===== src/rtl/core/md5_hash_engine_top_defines.svh =====
// Assertion macros for the MD5 hash engine.
// Included by the top level; no other dependencies.
`ifndef MD5_HASH_ENGINE_TOP_DEFINES_SVH
`define MD5_HASH_ENGINE_TOP_DEFINES_SVH

`ifndef ASSERT_OFF
// check on every clock edge outside reset
`define MD5HE_ASSERT(lbl, prop) \
	lbl: assert property (@(posedge clk) disable iff (!arst_n) prop) \
		else $error("%m: assertion failed");
// check on every clock edge, reset included
`define MD5HE_ASSERT_ALWAYS(lbl, prop) \
	lbl: assert property (@(posedge clk) prop) \
		else $error("%m: assertion failed");
`else
`define MD5HE_ASSERT(lbl, prop)
`define MD5HE_ASSERT_ALWAYS(lbl, prop)
`endif

`endif


===== src/rtl/core/md5he_pkg.sv =====
// Shared types, constants and round tables for the MD5 hash engine.
// No dependencies.
package md5he_pkg;

	localparam logic [31:0] INIT_A = 32'h67452301;
	localparam logic [31:0] INIT_B = 32'hefcdab89;
	localparam logic [31:0] INIT_C = 32'h98badcfe;
	localparam logic [31:0] INIT_D = 32'h10325476;
	localparam logic [7:0]  PAD_BYTE = 8'h80;
	// first byte offset that no longer leaves room for the length words
	localparam logic [5:0]  LEN_ROOM = 6'd56;
	localparam logic [5:0]  LAST_POS = 6'd63;
	localparam logic [5:0]  LAST_ROUND = 6'd63;

	// commands from the controller to the datapath
	typedef struct packed {
		logic       take_byte;  // store data_byte, bump the byte count
		logic       pad;        // 0x80, zero fill, length if it fits
		logic       len_fill;   // zero block plus length words
		logic       round_en;   // run one compression round
		logic [5:0] round_idx;
		logic       add;        // fold working words into the chaining words
		logic       finish;     // load the digest, restart the message
	} md5he_cmd_t;

	function automatic logic [31:0] md5he_sine(input logic [5:0] r);
		logic [31:0] k;
		case (r)
			6'd0:  k = 32'hd76aa478;  6'd1:  k = 32'he8c7b756;
			6'd2:  k = 32'h242070db;  6'd3:  k = 32'hc1bdceee;
			6'd4:  k = 32'hf57c0faf;  6'd5:  k = 32'h4787c62a;
			6'd6:  k = 32'ha8304613;  6'd7:  k = 32'hfd469501;
			6'd8:  k = 32'h698098d8;  6'd9:  k = 32'h8b44f7af;
			6'd10: k = 32'hffff5bb1;  6'd11: k = 32'h895cd7be;
			6'd12: k = 32'h6b901122;  6'd13: k = 32'hfd987193;
			6'd14: k = 32'ha679438e;  6'd15: k = 32'h49b40821;
			6'd16: k = 32'hf61e2562;  6'd17: k = 32'hc040b340;
			6'd18: k = 32'h265e5a51;  6'd19: k = 32'he9b6c7aa;
			6'd20: k = 32'hd62f105d;  6'd21: k = 32'h02441453;
			6'd22: k = 32'hd8a1e681;  6'd23: k = 32'he7d3fbc8;
			6'd24: k = 32'h21e1cde6;  6'd25: k = 32'hc33707d6;
			6'd26: k = 32'hf4d50d87;  6'd27: k = 32'h455a14ed;
			6'd28: k = 32'ha9e3e905;  6'd29: k = 32'hfcefa3f8;
			6'd30: k = 32'h676f02d9;  6'd31: k = 32'h8d2a4c8a;
			6'd32: k = 32'hfffa3942;  6'd33: k = 32'h8771f681;
			6'd34: k = 32'h6d9d6122;  6'd35: k = 32'hfde5380c;
			6'd36: k = 32'ha4beea44;  6'd37: k = 32'h4bdecfa9;
			6'd38: k = 32'hf6bb4b60;  6'd39: k = 32'hbebfbc70;
			6'd40: k = 32'h289b7ec6;  6'd41: k = 32'heaa127fa;
			6'd42: k = 32'hd4ef3085;  6'd43: k = 32'h04881d05;
			6'd44: k = 32'hd9d4d039;  6'd45: k = 32'he6db99e5;
			6'd46: k = 32'h1fa27cf8;  6'd47: k = 32'hc4ac5665;
			6'd48: k = 32'hf4292244;  6'd49: k = 32'h432aff97;
			6'd50: k = 32'hab9423a7;  6'd51: k = 32'hfc93a039;
			6'd52: k = 32'h655b59c3;  6'd53: k = 32'h8f0ccc92;
			6'd54: k = 32'hffeff47d;  6'd55: k = 32'h85845dd1;
			6'd56: k = 32'h6fa87e4f;  6'd57: k = 32'hfe2ce6e0;
			6'd58: k = 32'ha3014314;  6'd59: k = 32'h4e0811a1;
			6'd60: k = 32'hf7537e82;  6'd61: k = 32'hbd3af235;
			6'd62: k = 32'h2ad7d2bb;  6'd63: k = 32'heb86d391;
			default: k = 32'h0;
		endcase
		return k;
	endfunction

	// rotate amount: by round group and round mod 4
	function automatic logic [4:0] md5he_shift(input logic [5:0] r);
		logic [4:0] s;
		case ({r[5:4], r[1:0]})
			4'd0:  s = 5'd7;   4'd1:  s = 5'd12;
			4'd2:  s = 5'd17;  4'd3:  s = 5'd22;
			4'd4:  s = 5'd5;   4'd5:  s = 5'd9;
			4'd6:  s = 5'd14;  4'd7:  s = 5'd20;
			4'd8:  s = 5'd4;   4'd9:  s = 5'd11;
			4'd10: s = 5'd16;  4'd11: s = 5'd23;
			4'd12: s = 5'd6;   4'd13: s = 5'd10;
			4'd14: s = 5'd15;  4'd15: s = 5'd21;
			default: s = 5'd0;
		endcase
		return s;
	endfunction

	// message word used in round r; only r mod 16 matters for the products
	function automatic logic [3:0] md5he_msg_idx(input logic [5:0] r);
		logic [3:0] lo;
		logic [3:0] k;
		lo = r[3:0];
		case (r[5:4])
			2'd0: k = lo;
			2'd1: k = 4'(lo * 4'd5 + 4'd1);
			2'd2: k = 4'(lo * 4'd3 + 4'd5);
			2'd3: k = 4'(lo * 4'd7);
			default: k = lo;
		endcase
		return k;
	endfunction

endpackage


===== src/rtl/core/md5he_ctrl.sv =====
// Controller for the MD5 hash engine: item handshake, round sequencing, padding.
// Depends on md5he_pkg.
module md5he_ctrl (
	input  logic                   clk,
	input  logic                   arst_n,
	input  logic                   in_valid,
	output logic                   in_ready,
	input  logic                   byte_valid,
	input  logic                   last,
	output logic                   out_valid,
	input  logic                   out_ready,
	input  logic [5:0]             pos,
	output md5he_pkg::md5he_cmd_t  cmd
);
	import md5he_pkg::*;

	localparam logic [2:0] S_IDLE  = 3'd0;
	localparam logic [2:0] S_ROUND = 3'd1;
	localparam logic [2:0] S_ADD   = 3'd2;
	localparam logic [2:0] S_PAD   = 3'd3;
	localparam logic [2:0] S_LEN   = 3'd4;
	localparam logic [2:0] S_OUT   = 3'd5;

	localparam logic [1:0] PH_DATA  = 2'd0;  // full message block
	localparam logic [1:0] PH_PAD1  = 2'd1;  // padding block, length follows
	localparam logic [1:0] PH_FINAL = 2'd2;  // block carrying the length

	logic [2:0] state_q, state_d;
	logic [1:0] phase_q;
	logic [5:0] round_q;
	logic       last_q;
	logic       out_valid_q;

	always_comb begin
		cmd      = '0;
		state_d  = state_q;
		in_ready = (state_q == S_IDLE);
		case (state_q)
			S_IDLE: begin
				if (in_valid) begin
					cmd.take_byte = byte_valid;
					if (byte_valid && pos == LAST_POS)
						state_d = S_ROUND;
					else if (last)
						state_d = S_PAD;
				end
			end
			S_ROUND: begin
				cmd.round_en  = 1'b1;
				cmd.round_idx = round_q;
				if (round_q == LAST_ROUND)
					state_d = S_ADD;
			end
			S_ADD: begin
				cmd.add = 1'b1;
				case (phase_q)
					PH_DATA:  state_d = last_q ? S_PAD : S_IDLE;
					PH_PAD1:  state_d = S_LEN;
					default:  state_d = S_OUT;
				endcase
			end
			S_PAD: begin
				cmd.pad = 1'b1;
				state_d = S_ROUND;
			end
			S_LEN: begin
				cmd.len_fill = 1'b1;
				state_d      = S_ROUND;
			end
			S_OUT: begin
				if (!out_valid_q || out_ready) begin
					cmd.finish = 1'b1;
					state_d    = S_IDLE;
				end
			end
			default: state_d = S_IDLE;
		endcase
	end

	always_ff @(posedge clk or negedge arst_n) begin
		if (!arst_n) begin
			state_q     <= S_IDLE;
			phase_q     <= PH_DATA;
			round_q     <= '0;
			last_q      <= 1'b0;
			out_valid_q <= 1'b0;
		end else begin
			state_q <= state_d;
			round_q <= (state_q == S_ROUND) ? round_q + 6'd1 : 6'd0;
			if (in_valid && in_ready) begin
				last_q  <= last;
				phase_q <= PH_DATA;
			end else if (cmd.pad) begin
				phase_q <= (pos >= LEN_ROOM) ? PH_PAD1 : PH_FINAL;
			end else if (cmd.len_fill) begin
				phase_q <= PH_FINAL;
			end
			if (cmd.finish)
				out_valid_q <= 1'b1;
			else if (out_ready)
				out_valid_q <= 1'b0;
		end
	end

	assign out_valid = out_valid_q;

endmodule


===== src/rtl/core/md5he_datapath.sv =====
// Datapath for the MD5 hash engine: block words, byte count, round unit, digest.
// Depends on md5he_pkg.
module md5he_datapath (
	input  logic                   clk,
	input  logic                   arst_n,
	input  md5he_pkg::md5he_cmd_t  cmd,
	input  logic [7:0]             data_byte,
	output logic [5:0]             pos,
	output logic [31:0]            word_a,
	output logic [31:0]            word_b,
	output logic [31:0]            word_c,
	output logic [31:0]            word_d
);
	import md5he_pkg::*;

	logic [31:0] blk_q [16];
	logic [31:0] blk_d [16];
	logic [60:0] count_q;
	logic [63:0] bit_len;
	logic [31:0] ch_a_q, ch_b_q, ch_c_q, ch_d_q;  // chaining words
	logic [31:0] a_q, b_q, c_q, d_q;              // working words
	logic [31:0] out_a_q, out_b_q, out_c_q, out_d_q;

	logic [31:0] f_val, t_sum, rot_val, b_new;
	logic [63:0] rot_dbl;
	logic [5:0]  r;

	assign pos     = count_q[5:0];
	assign bit_len = {count_q, 3'b000};

	// block word updates
	always_comb begin
		int         w, j;
		logic [5:0] idx;
		for (w = 0; w < 16; w++)
			blk_d[w] = blk_q[w];
		idx = '0;
		if (cmd.take_byte)
			blk_d[pos[5:2]][{pos[1:0], 3'b000} +: 8] = data_byte;
		if (cmd.pad) begin
			for (w = 0; w < 16; w++) begin
				for (j = 0; j < 4; j++) begin
					idx = 6'(w * 4 + j);
					if (idx == pos)
						blk_d[w][j*8 +: 8] = PAD_BYTE;
					else if (idx > pos)
						blk_d[w][j*8 +: 8] = 8'h00;
				end
			end
			if (pos < LEN_ROOM) begin
				blk_d[14] = bit_len[31:0];
				blk_d[15] = bit_len[63:32];
			end
		end
		if (cmd.len_fill) begin
			for (w = 0; w < 14; w++)
				blk_d[w] = '0;
			blk_d[14] = bit_len[31:0];
			blk_d[15] = bit_len[63:32];
		end
	end

	always_ff @(posedge clk) begin
		for (int w = 0; w < 16; w++)
			blk_q[w] <= blk_d[w];
	end

	// one round
	assign r = cmd.round_idx;
	always_comb begin
		case (r[5:4])
			2'd0:    f_val = (b_q & c_q) | (~b_q & d_q);
			2'd1:    f_val = (b_q & d_q) | (c_q & ~d_q);
			2'd2:    f_val = b_q ^ c_q ^ d_q;
			default: f_val = c_q ^ (b_q | ~d_q);
		endcase
	end
	assign t_sum   = a_q + f_val + blk_q[md5he_msg_idx(r)] + md5he_sine(r);
	assign rot_dbl = {t_sum, t_sum} << md5he_shift(r);
	assign rot_val = rot_dbl[63:32];
	assign b_new   = b_q + rot_val;

	always_ff @(posedge clk or negedge arst_n) begin
		if (!arst_n) begin
			count_q <= '0;
			ch_a_q  <= INIT_A;
			ch_b_q  <= INIT_B;
			ch_c_q  <= INIT_C;
			ch_d_q  <= INIT_D;
			a_q     <= INIT_A;
			b_q     <= INIT_B;
			c_q     <= INIT_C;
			d_q     <= INIT_D;
		end else begin
			if (cmd.take_byte)
				count_q <= count_q + 61'd1;
			if (cmd.round_en) begin
				a_q <= d_q;
				d_q <= c_q;
				c_q <= b_q;
				b_q <= b_new;
			end else if (cmd.add) begin
				// working words mirror the chaining words between blocks
				ch_a_q <= ch_a_q + a_q;
				ch_b_q <= ch_b_q + b_q;
				ch_c_q <= ch_c_q + c_q;
				ch_d_q <= ch_d_q + d_q;
				a_q    <= ch_a_q + a_q;
				b_q    <= ch_b_q + b_q;
				c_q    <= ch_c_q + c_q;
				d_q    <= ch_d_q + d_q;
			end else if (cmd.finish) begin
				count_q <= '0;
				ch_a_q  <= INIT_A;
				ch_b_q  <= INIT_B;
				ch_c_q  <= INIT_C;
				ch_d_q  <= INIT_D;
				a_q     <= INIT_A;
				b_q     <= INIT_B;
				c_q     <= INIT_C;
				d_q     <= INIT_D;
			end
		end
	end

	always_ff @(posedge clk) begin
		if (cmd.finish) begin
			out_a_q <= ch_a_q;
			out_b_q <= ch_b_q;
			out_c_q <= ch_c_q;
			out_d_q <= ch_d_q;
		end
	end

	assign word_a = out_a_q;
	assign word_b = out_b_q;
	assign word_c = out_c_q;
	assign word_d = out_d_q;

endmodule


===== src/rtl/core/md5_hash_engine_top.sv =====
// MD5 hash engine, top level: controller plus datapath.
// Depends on md5he_pkg, md5he_ctrl, md5he_datapath, md5_hash_engine_top_defines.svh.
//
// Input channel (in_valid/in_ready): one beat per message byte; data_byte counts
// when byte_valid is 1, last ends the message. A beat with last and no byte ends
// the message as it stands (an empty message is a single such beat).
// Output channel (out_valid/out_ready): one beat per message; word_a..word_d are
// the final chaining words, whose bytes, least significant first, form the digest.
// Bytes: one that does not close a 64-byte block leaves the engine ready for the
// next byte. One that closes a block is followed by the rounds on the single round
// unit and a fold into the chaining words, with in_ready low until both are done.
// Output: after a last beat whose block has room for the length, out_valid rises
// after a pad, the rounds, a fold and an output load; when another block is compressed
// first, a length-fill step, its rounds and a fold come before the output load.
// in_ready stays low until the output load; the next message is taken in while
// the digest waits. If a second digest is ready before the first is taken, the
// engine holds in its output state until out_ready frees the register.
// Reset: chaining words to the initial values, byte count to zero, no beat pending.
`include "md5_hash_engine_top_defines.svh"
module md5_hash_engine_top (
	input  logic        clk,
	input  logic        arst_n,
	input  logic        in_valid,
	output logic        in_ready,
	input  logic [7:0]  data_byte,
	input  logic        byte_valid,
	input  logic        last,
	output logic        out_valid,
	input  logic        out_ready,
	output logic [31:0] word_a,
	output logic [31:0] word_b,
	output logic [31:0] word_c,
	output logic [31:0] word_d
);
	import md5he_pkg::*;

	md5he_cmd_t cmd;
	logic [5:0] pos;

	md5he_ctrl u_ctrl (
		.clk        (clk),
		.arst_n     (arst_n),
		.in_valid   (in_valid),
		.in_ready   (in_ready),
		.byte_valid (byte_valid),
		.last       (last),
		.out_valid  (out_valid),
		.out_ready  (out_ready),
		.pos        (pos),
		.cmd        (cmd)
	);

	md5he_datapath u_dp (
		.clk       (clk),
		.arst_n    (arst_n),
		.cmd       (cmd),
		.data_byte (data_byte),
		.pos       (pos),
		.word_a    (word_a),
		.word_b    (word_b),
		.word_c    (word_c),
		.word_d    (word_d)
	);

	// a byte that fills the block starts the compression at once
	`MD5HE_ASSERT(a_block_full_compress, (cmd.take_byte && pos == LAST_POS) |=> cmd.round_en)
	// the digest is never loaded over one still waiting
	`MD5HE_ASSERT(a_no_digest_overrun, cmd.finish |-> (!out_valid || out_ready))
	// padding is always followed by a compression
	`MD5HE_ASSERT(a_pad_then_round, cmd.pad |=> (cmd.round_en && cmd.round_idx == 6'd0))
	// no output beat pending while reset is applied
	`MD5HE_ASSERT_ALWAYS(a_reset_no_output, !arst_n |-> !out_valid)

endmodule

===== config.mk =====
export PLATFORM = sky130hd
export DESIGN_NAME = md5_hash_engine_top
export DESIGN_NICKNAME = d
export VERILOG_FILES = /design/src/rtl/core/md5he_pkg.sv /design/src/rtl/core/md5he_ctrl.sv /design/src/rtl/core/md5he_datapath.sv /design/src/rtl/core/md5_hash_engine_top.sv
export VERILOG_INCLUDE_DIRS = /design/src /design/src/rtl/core
export SDC_FILE = /design/constraint.sdc
export NUM_CORES = 2
export LEC_CHECK = 0
export ABC_AREA = 0
export CORE_AREA = 10 10 342 427
export DETAILED_ROUTE_END_ITERATION = 7
export DIE_AREA = 0 0 352 437
export DONT_BUFFER_PORTS = 1
export PLACE_DENSITY = 0.69
export SLEW_MARGIN = 20
export SYNTH_ARGS = -nofsm -noshare
export SYNTH_HDL_FRONTEND = slang
export SYNTH_SLANG_ARGS = --single-unit

===== constraint.sdc =====
create_clock -name clk -period 11.41 [get_ports clk]
set_clock_uncertainty 0.1 [all_clocks]
set_input_delay 2.282 -clock clk [delete_from_list [all_inputs] [get_ports clk]]
set_output_delay 2.282 -clock clk [all_outputs]
set_load 0.02 [all_outputs]

==> qor.csv <==
metric;value;unit
dieHeight;437;um
async_reset_ff_share;34.0;%
viasPerCell;6.12;
ios;144;
grt_usage;30.0;%
syn-num-nets;8240;
relSlewSlack;11.5;%
intPower;0.00542;W
coreArea;137000;sq um
synth_area_leaders;dfxtp_1 (16%), nor2_1 (8.8%), dfrtp_1 (8.2%);
setup_viol;0;
worstPathRequired;11.92;ns
cap_violations;0;
cts_tree;yes;
p_total;0.00697;W
synth_warnings;0;
yosys.area.top_type_share;16.4;%
antenna_found_initial;1;
seq_area_frac_synth;36.8;%
syn_to_final_growth;11.3;%
finalWirelength;242;mm
p_sw;0.00155;W
critPathKind;flip-flop to flip-flop;
overflow;0;
netlist_instances;7938;
period_minus_slack;10.95;ns
place_hpwl;177;mm
p_leak;27.9;nW
worst_path_max_delay_cell;fa_1;
vias;59900;
p_comb_share;0.2;%
ys_ff_latch;970;
crit_arrival;11.46;ns
antenna_left;0;
layout_common_cells;nor2_1 (1427), nand2_1 (1034), a21oi_1 (862);
clkLatencyLatePin;0.78;ns
placed_cells;9577;
cts.path.max_buffers;3;
cts_sinks;970;
wl_per_cell;24.8;um
syn_area_per_cell;7.74;sq um
max_freq;0.0913;GHz
grt_pass1_wl;361;mm
grt_max_degree;331;
synthFlopType;dfxtp_1;
ctsRootBufferMaster;clkbuf_16;
die_x;352;um
critPathMaxStageDelay;0.53;ns
cts_buffers;101;
dieArea;154000;sq um
clkTransAtPathRegs;0.07;ns
rows;152;
clock_power_share;50.0;%
synth_top_area_cell;dfxtp_1;
hold_class;flip-flop to flip-flop;
finalNonFillerCells;9781;
final_common_cell;nor2_1;
status;finished clean;
gp_congestion;0.999;
ir_worst_vdd;131;uV
drive_gt1_share;9.62;%
post-route-util;49.9;%
p_sw_share;22.2;%
path_common_cell;a21oi_1;
start_util;44.8;%
power_frac_seq;49.8;%
setup.worst_path.start_class;flip-flop;
end_kind;flip-flop;
drv_slew;0;
tightest_slew;1.32;ns
portBuffers;0;
fin_nets;8147;
ys_types;104;
htree_levels;3;
synth_edf_count;136;
place_area;64500;sq um
drt-pass1-iter-count;6;
power_density;102;nW/um^2
grt_pass1_vias;57200;
post-route-period-util;96.0;%
drt_iter0_markers;5825;
synth_area;61400;sq um
drcViolationCount;0;
cp_max_fo;20;
post-route-cell-area;68400;sq um
hold_viol_final;0;
-- cells in the mapped netlist (all sizes together) (165+ instances only) --
library cell,n
nand3,165
ha,216
inv,218
a211oi,227
dfrtp,202
nand2,1036
dfxtp,504
xnor2,170
clkbuf,442
nor2,1438
a21oi,872
o21ai,466
-- worst max-delay path, delay by kind of cell (launching register included) --
kind,cells,cell delay (ns)
AOI/OAI and AO/OA,21,3.93
xor gates and xnor gates,3,0.50
adders and majority gates,6,2.42
buffers and inverters,10,1.40
DFF,1,0.44
muxes,2,0.43
and+or+nand+nor,8,1.57
-- area by class of cell --
type / instances / area (sq um)
Clock buffer: 137 / 2830
Sequential cell: 970 / 22600
Tap cell: 1848 / 2310
Fill cell: 13200 / 68700
Antenna cell: 1 / 2.50
Clock inverter: 53 / 654
Inverter: 221 / 830
Multi-Input combinational cell: 6226 / 36400
Timing Repair Buffer: 325 / 2740
-- cells by family (layout without fill, tap and decap cells) --
logic type | count (synthesis) | in the layout | share of synthesized area, %
fa+ha+maj | 288 | 288 | 6.75
other cells | 0 | 1 | 0
buf+inv | 742 | 736 | 4.61
xor+xnor | 250 | 250 | 3.61
mux | 136 | 136 | 2.30
simple gates | 3176 | 3176 | 22.0
compound gates | 2376 | 2376 | 24.0
flops | 970 | 970 | 36.8
-- routing by layer --
| layer | global-route usage [%] | vias up | part of all wire [%] |
|---|---|---|---|
| li1 | - | 27600 | - |
| met4 | 23.1 | 0 | 8.8 |
| met3 | 4.91 | 757 | 6.9 |
| met5 | 0 | - | 0 |
| met1 | 33.7 | 28900 | 37 |
| met2 | 50.9 | 2625 | 47 |
-- sequential cells by signal (all words and copies together) (netlist names), 3 cells and up --
register,flops
u_dp.word_c,32
u_dp.d_q,32
u_dp.blk_q,512
u_dp.ch_c_q,32
u_dp.a_q,32
u_dp.word_b,32
u_dp.c_q,32
u_dp.ch_d_q,32
u_dp.word_d,32
u_dp.ch_a_q,32
u_ctrl.round_q,6
u_ctrl.state_q,3
u_dp.b_q,32
u_dp.count_q,61
u_dp.ch_b_q,32
u_dp.word_a,32
-- what timing repair did --
action	in CTS	in global routing
hold buffers	0	0
resized for setup	0	58
setup endpoints to repair	0	14
setup buffers	0	11
-- through the flow --
stage                     setup TNS, ns  setup slack, ns  hold WS [ns]
after floorplan                       0           0.0304         0.322
after global placement                0            0.210         0.342
after detailed placement              0            0.255         0.358
after CTS                             0            0.165         0.367
after global routing             -0.107          -0.0669         0.399
final                                 0            0.456         0.364
-- worst paths after layout --
path,slack (ns),from,endpoint,cells after the start
worst max-delay path,0.46,u_ctrl.state_q[2],u_dp.b_q[26],50
worst max register to register,0.46,u_ctrl.state_q[2],u_dp.b_q[26],50
max in group asynchronous,9.48,arst_n,u_dp.ch_a_q[6],0
worst min-delay path,0.36,u_dp.blk_q[10][7],u_dp.blk_q[10][7],2
worst min register to register,0.36,u_dp.blk_q[10][7],u_dp.blk_q[10][7],2
min in group asynchronous,1.14,arst_n,u_dp.count_q[2],0
-- power groups by stage --
stage,clock network (W),registers (W),logic (W)
2_1_floorplan,0,0.00354,0.00000612
3_3_place_gp,0,0.00354,0.0000117
3_5_place_dp,0,0.00354,0.0000116
4_1_cts,0.00352,0.00347,0.0000117
5_1_grt,0.00366,0.00347,0.0000120
6_report,0.00349,0.00347,0.0000115
Power figures use the tool's default switching activity.
